[src/sv/sbht_pkg.sv]
// Package for the sorted-bucket hash table: sizes, command and status codes.
package sbht_pkg;

  // Table geometry
  localparam int BUCKETS = 16;   // power of two: bucket is the low key bits
  localparam int SLOTS   = 8;

  localparam int KEY_W    = 31;
  localparam int CMD_W    = 2;
  localparam int STATUS_W = 2;
  localparam int BUCKET_W = $clog2(BUCKETS);
  localparam int SLOT_W   = (SLOTS > 1) ? $clog2(SLOTS) : 1;
  localparam int FILL_W   = $clog2(SLOTS + 1);
  localparam int ADDR_W   = BUCKET_W + SLOT_W;

  localparam logic [FILL_W-1:0] FILL_MAX = FILL_W'(SLOTS);

  // Command codes; the unused code runs as a search
  localparam logic [CMD_W-1:0] CMD_INSERT = 2'd0;
  localparam logic [CMD_W-1:0] CMD_SEARCH = 2'd1;
  localparam logic [CMD_W-1:0] CMD_REMOVE = 2'd2;

  // Status codes
  localparam logic [STATUS_W-1:0] ST_OK       = 2'd0;
  localparam logic [STATUS_W-1:0] ST_NOTFOUND = 2'd1;
  localparam logic [STATUS_W-1:0] ST_FULL     = 2'd2;

endpackage

[src/sv/sbht_cmd_if.sv]
// Command channel: one insert, search or remove item per handshake.
interface sbht_cmd_if;
  logic                            valid;
  logic                            ready;
  logic [sbht_pkg::CMD_W-1:0]      command;
  logic [sbht_pkg::KEY_W-1:0]      key;

  modport source (output valid, command, key, input ready);
  modport sink   (input valid, command, key, output ready);
endinterface

[src/sv/sbht_rsp_if.sv]
// Response channel: one status item per command.
interface sbht_rsp_if;
  logic                            valid;
  logic                            ready;
  logic [sbht_pkg::STATUS_W-1:0]   status;
  logic [sbht_pkg::BUCKET_W-1:0]   bucket;
  logic [sbht_pkg::FILL_W-1:0]     bucket_fill;

  modport source (output valid, status, bucket, bucket_fill, input ready);
  modport sink   (input valid, status, bucket, bucket_fill, output ready);
endinterface

[src/sv/sbht_slot_ram.sv]
// Key storage: one write port, one read port with registered read data.
module sbht_slot_ram (
  input  logic                         clk_i,
  input  logic                         we_i,
  input  logic [sbht_pkg::ADDR_W-1:0]  waddr_i,
  input  logic [sbht_pkg::KEY_W-1:0]   wdata_i,
  input  logic                         re_i,
  input  logic [sbht_pkg::ADDR_W-1:0]  raddr_i,
  output logic [sbht_pkg::KEY_W-1:0]   rdata_o
);

  logic [sbht_pkg::KEY_W-1:0] mem_q [sbht_pkg::BUCKETS * sbht_pkg::SLOTS];
  logic [sbht_pkg::KEY_W-1:0] rdata_q;

  // Write port
  always_ff @(posedge clk_i) begin
    if (we_i) begin
      mem_q[waddr_i] <= wdata_i;
    end
  end

  // Read port, old data on a same-address write
  always_ff @(posedge clk_i) begin
    if (re_i) begin
      rdata_q <= mem_q[raddr_i];
    end
  end

  assign rdata_o = rdata_q;

endmodule

[src/sv/sorted_bucket_hash_table.sv]
// Top level of the sorted-bucket hash table.
//
// Each command item inserts, searches for or removes a key in bucket
// (key mod 16); a bucket keeps up to 8 keys in ascending order, a new key
// goes ahead of equal keys, and remove drops the first match. Each item
// returns one response with status, bucket and the bucket's fill after the
// operation. One item is handled at a time: the block latches it, reads
// each stored key of its bucket in turn through the single read port of
// the key RAM, whose read data is registered, closes the scan, and then
// writes back the tail entry and the fill count, waiting there while the
// previous response still sits unread in the output register.
// Inserts and removes shift the entries in the same pass, writing each entry
// behind the read pointer. Fill counts live in flip-flops cleared by reset,
// so the block takes items right after reset. A new command is taken while
// the previous response still waits in the output register.
module sorted_bucket_hash_table (
  input  logic       clk_i,
  input  logic       rst_ni,
  sbht_cmd_if.sink   cmd_i,
  sbht_rsp_if.source rsp_o
);

  localparam logic [1:0] S_IDLE = 2'd0;
  localparam logic [1:0] S_SCAN = 2'd1;
  localparam logic [1:0] S_DONE = 2'd2;

  logic [1:0]                        state_q, state_d;
  logic [sbht_pkg::CMD_W-1:0]        cmd_q;
  logic [sbht_pkg::KEY_W-1:0]        key_q;
  logic [sbht_pkg::BUCKET_W-1:0]     bkt_q;
  logic [sbht_pkg::FILL_W-1:0]       fill_q;
  logic [sbht_pkg::FILL_W-1:0]       rd_idx_q;
  logic                              rd_vld_q;
  logic [sbht_pkg::SLOT_W-1:0]       proc_idx_q;
  logic                              seen_q;
  logic                              match_q;
  logic [sbht_pkg::KEY_W-1:0]        carry_q;
  logic [sbht_pkg::FILL_W-1:0]       fill_cnt_q [sbht_pkg::BUCKETS];

  logic                              out_vld_q;
  logic [sbht_pkg::STATUS_W-1:0]     out_status_q;
  logic [sbht_pkg::BUCKET_W-1:0]     out_bkt_q;
  logic [sbht_pkg::FILL_W-1:0]       out_fill_q;

  logic                              accept;
  logic [sbht_pkg::BUCKET_W-1:0]     in_bkt;
  logic                              is_ins, is_rem, is_full, do_ins;
  logic                              issue, first_ge, load;
  logic                              mem_we;
  logic [sbht_pkg::ADDR_W-1:0]       mem_waddr, mem_raddr;
  logic [sbht_pkg::KEY_W-1:0]        mem_wdata, mem_rdata;
  logic [sbht_pkg::STATUS_W-1:0]     res_status;
  logic [sbht_pkg::FILL_W-1:0]       res_fill;

  // Handshake and decode
  assign cmd_i.ready = (state_q == S_IDLE);
  assign accept      = cmd_i.valid && cmd_i.ready;
  assign in_bkt      = cmd_i.key[sbht_pkg::BUCKET_W-1:0];

  assign is_ins  = (cmd_q == sbht_pkg::CMD_INSERT);
  assign is_rem  = (cmd_q == sbht_pkg::CMD_REMOVE);
  assign is_full = (fill_q == sbht_pkg::FILL_MAX);
  assign do_ins  = is_ins && !is_full;

  // Scan: one read per stored entry, compare on the returning data
  assign issue     = (state_q == S_SCAN) && (rd_idx_q != fill_q);
  assign mem_raddr = {bkt_q, rd_idx_q[sbht_pkg::SLOT_W-1:0]};
  assign first_ge  = rd_vld_q && !seen_q && (mem_rdata >= key_q);
  assign load      = (state_q == S_DONE) && (!out_vld_q || rsp_o.ready);

  // Result of the finished item
  always_comb begin
    res_status = sbht_pkg::ST_NOTFOUND;
    res_fill   = fill_q;
    if (is_ins) begin
      if (is_full) begin
        res_status = sbht_pkg::ST_FULL;
      end else begin
        res_status = sbht_pkg::ST_OK;
        res_fill   = fill_q + 1'b1;
      end
    end else if (match_q) begin
      res_status = sbht_pkg::ST_OK;
      if (is_rem) begin
        res_fill = fill_q - 1'b1;
      end
    end
  end

  // Write-back: shift during the scan, tail entry at the end of an insert
  always_comb begin
    mem_we    = 1'b0;
    mem_waddr = {bkt_q, proc_idx_q};
    mem_wdata = key_q;
    if ((state_q == S_SCAN) && rd_vld_q) begin
      if (do_ins) begin
        if (first_ge) begin
          mem_we = 1'b1;
        end else if (seen_q) begin
          mem_we    = 1'b1;
          mem_wdata = carry_q;
        end
      end else if (is_rem && match_q) begin
        mem_we    = 1'b1;
        mem_waddr = {bkt_q, proc_idx_q - 1'b1};
        mem_wdata = mem_rdata;
      end
    end else if (load && do_ins) begin
      mem_we    = 1'b1;
      mem_waddr = {bkt_q, fill_q[sbht_pkg::SLOT_W-1:0]};
      mem_wdata = seen_q ? carry_q : key_q;
    end
  end

  sbht_slot_ram u_slot_ram (
    .clk_i   (clk_i),
    .we_i    (mem_we),
    .waddr_i (mem_waddr),
    .wdata_i (mem_wdata),
    .re_i    (issue),
    .raddr_i (mem_raddr),
    .rdata_o (mem_rdata)
  );

  // Next state
  always_comb begin
    state_d = state_q;
    case (state_q)
      S_IDLE: begin
        if (accept) state_d = S_SCAN;
      end
      S_SCAN: begin
        if (!issue && !rd_vld_q) state_d = S_DONE;
      end
      S_DONE: begin
        if (load) state_d = S_IDLE;
      end
      default: state_d = S_IDLE;
    endcase
  end

  // Control registers
  always_ff @(posedge clk_i or negedge rst_ni) begin
    if (!rst_ni) begin
      state_q   <= S_IDLE;
      rd_vld_q  <= 1'b0;
      out_vld_q <= 1'b0;
      for (int b = 0; b < sbht_pkg::BUCKETS; b++) begin
        fill_cnt_q[b] <= '0;
      end
    end else begin
      state_q  <= state_d;
      rd_vld_q <= issue;
      if (load) begin
        fill_cnt_q[bkt_q] <= res_fill;
        out_vld_q         <= 1'b1;
      end else if (rsp_o.ready) begin
        out_vld_q <= 1'b0;
      end
    end
  end

  // Item and scan payload registers
  always_ff @(posedge clk_i) begin
    if (accept) begin
      cmd_q    <= cmd_i.command;
      key_q    <= cmd_i.key;
      bkt_q    <= in_bkt;
      fill_q   <= fill_cnt_q[in_bkt];
      rd_idx_q <= '0;
      seen_q   <= 1'b0;
      match_q  <= 1'b0;
    end else begin
      if (issue) begin
        rd_idx_q   <= rd_idx_q + 1'b1;
        proc_idx_q <= rd_idx_q[sbht_pkg::SLOT_W-1:0];
      end
      if (rd_vld_q) begin
        carry_q <= mem_rdata;
      end
      if (first_ge) begin
        seen_q  <= 1'b1;
        match_q <= (mem_rdata == key_q);
      end
    end
    if (load) begin
      out_status_q <= res_status;
      out_bkt_q    <= bkt_q;
      out_fill_q   <= res_fill;
    end
  end

  assign rsp_o.valid       = out_vld_q;
  assign rsp_o.status      = out_status_q;
  assign rsp_o.bucket      = out_bkt_q;
  assign rsp_o.bucket_fill = out_fill_q;

  // A shift write never lands on the entry being read in the same cycle
  a_no_rw_clash: assert property (@(posedge clk_i) disable iff (!rst_ni)
    mem_we && issue |-> mem_waddr != mem_raddr)
    else $error("key RAM write and read hit the same entry");

  // The read pointer never runs past the bucket's fill
  a_rd_in_range: assert property (@(posedge clk_i) disable iff (!rst_ni)
    state_q == S_SCAN |-> rd_idx_q <= fill_q)
    else $error("scan read pointer beyond fill");

  // A refused insert only happens on a full bucket
  a_full_status: assert property (@(posedge clk_i) disable iff (!rst_ni)
    out_vld_q && out_status_q == sbht_pkg::ST_FULL |-> out_fill_q == sbht_pkg::FILL_MAX)
    else $error("full status on a bucket that is not full");

  // The write-back and response load happen together, then the block idles
  a_load_idle: assert property (@(posedge clk_i) disable iff (!rst_ni)
    load |=> state_q == S_IDLE && out_vld_q)
    else $error("response load did not return to idle");

endmodule
[src/flat_wrapper.sv]
// flat-port wrapper written by rule: the top's interface ports become plain ports
module sorted_bucket_hash_table_flat 
  (clk_i, rst_ni, cmd_i_valid, cmd_i_command, cmd_i_key, cmd_i_ready, rsp_o_valid, rsp_o_status, rsp_o_bucket, rsp_o_bucket_fill, rsp_o_ready);
  sbht_cmd_if cmd_i_i ();
  sbht_rsp_if rsp_o_i ();
  input  logic clk_i;
  input  logic rst_ni;
  input wire logic [$bits(cmd_i_i.valid)-1:0] cmd_i_valid;
  input wire logic [$bits(cmd_i_i.command)-1:0] cmd_i_command;
  input wire logic [$bits(cmd_i_i.key)-1:0] cmd_i_key;
  output wire logic [$bits(cmd_i_i.ready)-1:0] cmd_i_ready;
  output wire logic [$bits(rsp_o_i.valid)-1:0] rsp_o_valid;
  output wire logic [$bits(rsp_o_i.status)-1:0] rsp_o_status;
  output wire logic [$bits(rsp_o_i.bucket)-1:0] rsp_o_bucket;
  output wire logic [$bits(rsp_o_i.bucket_fill)-1:0] rsp_o_bucket_fill;
  input wire logic [$bits(rsp_o_i.ready)-1:0] rsp_o_ready;
  assign cmd_i_i.valid = cmd_i_valid;
  assign cmd_i_i.command = cmd_i_command;
  assign cmd_i_i.key = cmd_i_key;
  assign cmd_i_ready = cmd_i_i.ready;
  assign rsp_o_valid = rsp_o_i.valid;
  assign rsp_o_status = rsp_o_i.status;
  assign rsp_o_bucket = rsp_o_i.bucket;
  assign rsp_o_bucket_fill = rsp_o_i.bucket_fill;
  assign rsp_o_i.ready = rsp_o_ready;
  sorted_bucket_hash_table u_core (.clk_i(clk_i), .rst_ni(rst_ni), .cmd_i(cmd_i_i), .rsp_o(rsp_o_i));
endmodule
[config.mk]
export PLATFORM = sky130hd
export DESIGN_NAME = sorted_bucket_hash_table_flat
export DESIGN_NICKNAME = d
export VERILOG_FILES = /design/src/sv/sbht_pkg.sv /design/src/sv/sbht_cmd_if.sv /design/src/sv/sbht_rsp_if.sv /design/src/sv/sbht_slot_ram.sv /design/src/sv/sorted_bucket_hash_table.sv /design/src/flat_wrapper.sv
export SDC_FILE = /design/constraint.sdc
export NUM_CORES = 2
export LEC_CHECK = 0
export BUFFER_PORTS_ARGS = -buffer_cell sky130_fd_sc_hd__clkbuf_2
export CORE_ASPECT_RATIO = 0.5
export CORE_MARGIN = 2
export CORE_UTILIZATION = 35
export DETAILED_ROUTE_END_ITERATION = 6
export SYNTH_ARGS = -nofsm -noshare
export SYNTH_HDL_FRONTEND = slang
export SYNTH_SLANG_ARGS = --single-unit
[constraint.sdc]
create_clock -name clk_i -period 16.47 [get_ports clk_i]
set_clock_uncertainty 0.15 [all_clocks]
set_input_delay 1.647 -clock clk_i [delete_from_list [all_inputs] [get_ports clk_i]]
set_output_delay 1.647 -clock clk_i [all_outputs]
set_load 0.03 [all_outputs]
# ---- Yosys cells after proc, flatten, opt, wreduce, memory -nomap -nowiden
# Memory sizes are Yosys's and may differ from the RTL's. A register that Yosys moved wholly into a read port is not among the register bits.
# Index checks and enable logic that the tools add are counted.
dict set report totals {
  regBits 159
  ram_bits 3968
  inputBits 37
  wordCells 112
  mem_count 1
}
dict set report op_classes {
  add_sub_neg 4
  order_cmp 4
  eq_ne 9
  muxes 37
  n_bitwise 3
  n_reduce_logical 23
}
# name depth width rd rd_clocked_by_memory_dff write_ports line
set mem_list {}
lappend mem_list {u_core.u_slot_ram.mem_q 128 31 1 1 1 sbht_slot_ram.sv:12} ;# logic [sbht_pkg::KEY_W-1:0] mem_q [sbht_pkg::BUCKETS * sbht_pkg::SLOTS];
# operator count
set op_table {}
lappend op_table {{31-bit 2-to-1 mux} 6}
lappend op_table {{64-bit bitwise mux} 1}
lappend op_table {{31-bit == test} 1}
lappend op_table {{31-bit greater-or-equal comparator} 1}
lappend op_table {{4-bit 2-to-1 mux} 7}
lappend op_table {{4-bit binary-select mux with 4-bit select} 1}
lappend op_table {{4-bit demux with 4-bit select} 1}
lappend op_table {{3-bit 2-to-1 mux} 4}
lappend op_table {{1-bit logical AND} 11}
lappend op_table {{1-bit 2-to-1 mux} 11}
lappend op_table {{5-bit greater-or-equal comparator, second input constant} 2}
lappend op_table {{2-bit 2-to-1 mux} 5}
lappend op_table {{4-bit NOT with 5-bit output} 2}
lappend op_table {{4-bit by 1-bit adder with 4-bit output, second input constant} 2}
lappend op_table {{2-bit one-hot mux with 3 select lines} 1}
lappend op_table {{1-bit logical NOT} 5}
lappend op_table {{5-bit by 1-bit less-than comparator with 1-bit output, second input constant} 1}
lappend op_table {{2-bit == test, second input constant} 2}
lappend op_table {{4-bit == test, second input constant} 1}
lappend op_table {{2-bit logical NOT} 2}
lappend op_table {{2-bit != test, second input constant} 2}
lappend op_table {{4-bit != test} 1}
lappend op_table {{2-bit AND reduction} 2}
lappend op_table {{4-bit by 1-bit subtractor with 4-bit output, second input constant} 1}
lappend op_table {{other kinds (7)} 7}

# ---- Longest topological paths before layout
dict set report logic_depth {
  word_depth 8
  mapped_depth 11
  depth_no_buf 8
}

# ---- Modules after synthesis
# From an unflattened synthesis, not the netlist that was laid out.
dict set report hier_totals {
  cells_unflattened 6369
  hier_area_um2 159290.3
}
# module n_inst cells_per_inst area_each_um2
set by_module_without_submodules {}
lappend by_module_without_submodules {sbht_slot_ram 1 5808 151716.8}
lappend by_module_without_submodules {sorted_bucket_hash_table 1 561 7573.5}

# ---- Worst setup path before layout
# Ideal clock, no wire load.
dict set report synth_timing {
  kind {input -> register}
  start {input port rsp_o_ready}
  end {memory u_core.u_slot_ram.mem_q[0][0] in the netlist's numbering, data pin}
  setup_time_ns 0.892
  t_arrival_ns 5.950
  t_required_ns 15.428
  slack_ns 9.478
  cell_stages 6
  path_buffers 1
  path_cell_list {nor2b_1 -> o21ai_1 -> a21boi_0 -> buf_2 -> nor2_1 -> a21oi_1}
}
dict set report synth_between {
  elab_chain_cells 5
}
# item line
set synth_lines {}
lappend synth_lines {{start, declared} flat_wrapper.sv:16} ;# input wire logic [$bits(rsp_o_i.ready)-1:0] rsp_o_ready;
lappend synth_lines {{1-bit logical OR} sorted_bucket_hash_table.sv:69} ;# assign load = (state_q == S_DONE) && (!out_vld_q || rsp_o.ready);
lappend synth_lines {{1-bit logical AND} sorted_bucket_hash_table.sv:69}
lappend synth_lines {{1-bit logical AND} sorted_bucket_hash_table.sv:108} ;# end else if (load && do_ins) begin
lappend synth_lines {{31-bit 2-to-1 mux} sorted_bucket_hash_table.sv:108}
lappend synth_lines {{31-bit 2-to-1 mux} sorted_bucket_hash_table.sv:95} ;# if ((state_q == S_SCAN) && rd_vld_q) begin
lappend synth_lines {{named net u_core.mem_wdata, one bit} sorted_bucket_hash_table.sv:51} ;# logic [sbht_pkg::KEY_W-1:0] mem_wdata, mem_rdata;
lappend synth_lines {{end, declared} sbht_slot_ram.sv:12}
# The timed path passes the listed nets, and every way through them passes these cells.

==> results.json <==
{
  "startpoint_type": "flip-flop",
  "cts.clk_slew.worst_paths_ns": 0.06,
  "vias": 84100,
  "gr-total-overflow": 0,
  "arrival_ns": 6.57,
  "synth_area_per_cell_um2": 20.6,
  "layout_commonest_cell": "edfxtp_1",
  "holdBufCountCts": 0,
  "die_x_um": 961,
  "layout.nets": 8209,
  "ys_ff_latch": 4154,
  "cts-resized-gates": 0,
  "wl_um": 483000,
  "yosys.area.top_type_share_pct": 76.4,
  "grt_pass1_wl_um": 658000,
  "ant_nets": 0,
  "synth_area_mm2": 0.160,
  "ys.flop_type": "edfxtp_1",
  "p_per_area_mw_per_mm2": 165,
  "critPathKind": "reg -> reg",
  "cp-startpoint": "u_core.bkt_q[0]",
  "numCtsBuffers": 395,
  "start_util_pct": 35.2,
  "reg2reg_from": "u_core.bkt_q[0]",
  "violations": "DRC, slew limit",
  "mostFrequentLayoutCells": "edfxtp_1 (4,080), mux2i_1 (819), mux4_2 (587)",
  "setup_viol": 0,
  "crit_fanout": 46,
  "clock_path_buffers": 4,
  "rsz0062_at_grt": "false",
  "vdd_drop_max_v": 0.000153,
  "required_ns": 16.95,
  "first_iter_violations": 14500,
  "run_status": "complete, but fails checks",
  "dieArea_mm2": 0.464,
  "synthTopCellsByArea": "edfxtp_1 (76%), mux4_2 (8.2%), mux2i_1 (5.1%)",
  "hpwl_um": 288000,
  "async_reset_ff_share_pct": 1.64,
  "netlist.top_cell.by_area": "edfxtp_1",
  "clk_latency_ns": 0.94,
  "relSlewSlack_pct": -9.94,
  "drc": 1,
  "grt_pass1_vias": 79000,
  "ys_types": 89,
  "dp.cells": 13800,
  "io_buffers": 48,
  "ctsRootBufferMaster": "clkbuf_16",
  "period_minus_slack_ns": 6.09,
  "crit_end": "u_core.u_slot_ram.rdata_o[3]",
  "drive_gt1_share_pct": 21.4,
  "tightest_slew_ns": 1.65,
  "max_freq_ghz": 0.164,
  "setup_tns_ns": 0,
  "postSynthCellCount": 7791,
  "finalCritPeriodShare_pct": 37.0,
  "yosys_warnings": 0,
  "cts_tree": "built",
  "p_leak_uw": 0.0577,
  "hold_class": "reg -> reg",
  "worst_r2r_path_depth": 10,
  "track_usage_pct": 20.1,
  "routabilityCongestion": 0.867,
  "area_delta_synth_final_pct": 13.4,
  "post_cts_buffers": 0,
  "drtPass1Iterations": 7,
  "rows": 175,
  "cts_sinks": 4154,
  "die_y_um": 483,
  "synthesis.nets": 7863,
  "core-area_mm2": 0.455,
  "hold_viol_final": 0,
  "n_fill_cell": 40300,
  "final_max_slew_viol_count": 1,
  "end_kind": "flip-flop",
  "io-pin-count": 49,
  "r2r_slack_ns": 10.38,
  "seq_area_frac_synth_pct": 77.5,
  "htree_levels": 5,
  "stdcell_count": 14600,
  "grt_antenna_before_repair": 43,
  "via_per_inst": 5.77,
  "synth-edff-count": 4080,
  "grt_max_degree": 129,
  "r2r_end": "u_core.u_slot_ram.rdata_o[3]",
  "wl_per_cell_um": 33.2,
  "cap_viol_max_count": 0
}
## Yosys cell counts, drive strengths merged, types with 7 or more instances
cell	instances
a211oi	10
a21oi	75
a221oi	69
a22o	15
a22oi	263
a31oi	14
a32oi	7
and2	10
and3	19
and4	12
buf	342
clkbuf	109
dfrtp	68
edfxtp	4080
ha	35
inv	41
mux2	42
mux2i	820
mux4	606
nand2	135
nand2b	9
nand3	79
nand4	83
nor2	159
nor2b	13
nor3	157
nor4	57
o211ai	14
o21ai	95
o22ai	278
xnor2	7
## worst max-delay path: stages, from the launching register on
cell       delay, ns
edfxtp_1        0.32
buf_4           0.48
buf_4           0.70
nand4bb_4       0.56
buf_4           0.71
buf_4           0.62
nor2_1          0.19
nor4_1          0.91
o311ai_1        0.21
o21ai_0         0.64
a211oi_1        0.10
## metal layers
metal | global-route usage, % | wire length (µm) | vias to the layer above
met5 | 0.161 | 252 | -
li1 | - | - | 33300
met2 | 30.6 | 216000 | 5067
met1 | 28.7 | 193000 | 44900
met3 | 4.15 | 53200 | 780
met4 | 7.90 | 21000 | 16
## through the flow
step | utilization (%) | cell area (µm²) | setup slack [ns] | total power (µW) | hold slack, ns
5_1_grt | 39.9 | 182000 | 10.40 | 30700 | 0.351
2_1_floorplan | - | 160000 | 9.48 | 18400 | 0.295
3_5_place_dp | 37.2 | 169000 | 10.59 | 21300 | 0.320
3_3_place_gp | 37.2 | 169000 | 10.28 | 21100 | 0.307
4_1_cts | 39.9 | 182000 | 10.61 | 30000 | 0.334
6_report | 39.9 | 182000 | 10.38 | 30000 | 0.332
## worst min path at each step
stage | startpoint | end | slack (ns) | cells after the start
after floorplan | u_core.fill_cnt_q[20] | u_core.fill_cnt_q[20] | 0.29 | 2
after global placement | u_core.fill_cnt_q[26] | u_core.fill_cnt_q[26] | 0.31 | 2
after detailed placement | u_core.fill_cnt_q[12] | u_core.fill_cnt_q[12] | 0.32 | 2
after CTS | u_core.fill_cnt_q[12] | u_core.fill_cnt_q[12] | 0.33 | 2
after global routing | u_core.fill_cnt_q[48] | u_core.fill_cnt_q[48] | 0.35 | 2
final | u_core.fill_cnt_q[52] | u_core.fill_cnt_q[52] | 0.33 | 2
## logic make-up after synthesis
group	synth area share, %
buffers and inverters	1.97
adder cells (fa/ha/maj)	0.273
XOR/XNOR	0.0491
flip-flops	77.5
AO/OA/AOI/OAI	3.69
AND/OR/NAND/NOR	2.53
multiplexers	14.0
## power by group
part           leakage [µW]  switching [µW]  internal (µW)
logic                0.0140            5300           2370
clock network       0.00608            3900           5000
registers            0.0376             243          13200
## state kept, by name (all words and copies together) (netlist names)
| register | count |
|---|---|
| u_core.bkt_q | 3 |
| u_core.rd_vld_q | 1 |
| u_core.fill_cnt_q | 64 |
| u_core.seen_q | 1 |
| u_core.rsp_o.status | 2 |
| u_core.state_q | 2 |
| u_core.carry_q | 31 |
| u_core.fill_q | 4 |
| u_core.rsp_o.bucket_fill | 4 |
| u_core.proc_idx_q | 3 |
| u_core.match_q | 1 |
| u_core.rsp_o.bucket | 4 |
| u_core.key_q | 28 |
| u_core.rsp_o.valid | 1 |
| u_core.u_slot_ram.mem_q | 3968 |
| u_core.cmd_q | 2 |
| u_core.u_slot_ram.rdata_o | 31 |
| u_core.rd_idx_q | 4 |
## final cells by class
class / instances / area (µm²) / area share, %
antenna: 20 / 50.0 / 0.0275
timing repair buffer: 400 / 2980 / 1.64
multi-input combinational: 3145 / 34300 / 18.9
clock buffer: 484 / 10500 / 5.75
clock inverter: 228 / 1920 / 1.06
inverter: 41 / 154 / 0.0846
tap: 6106 / 7640 / 4.20
sequential: 4154 / 124000 / 68.4
No activity file was read; power rests on OpenSTA's default activity.
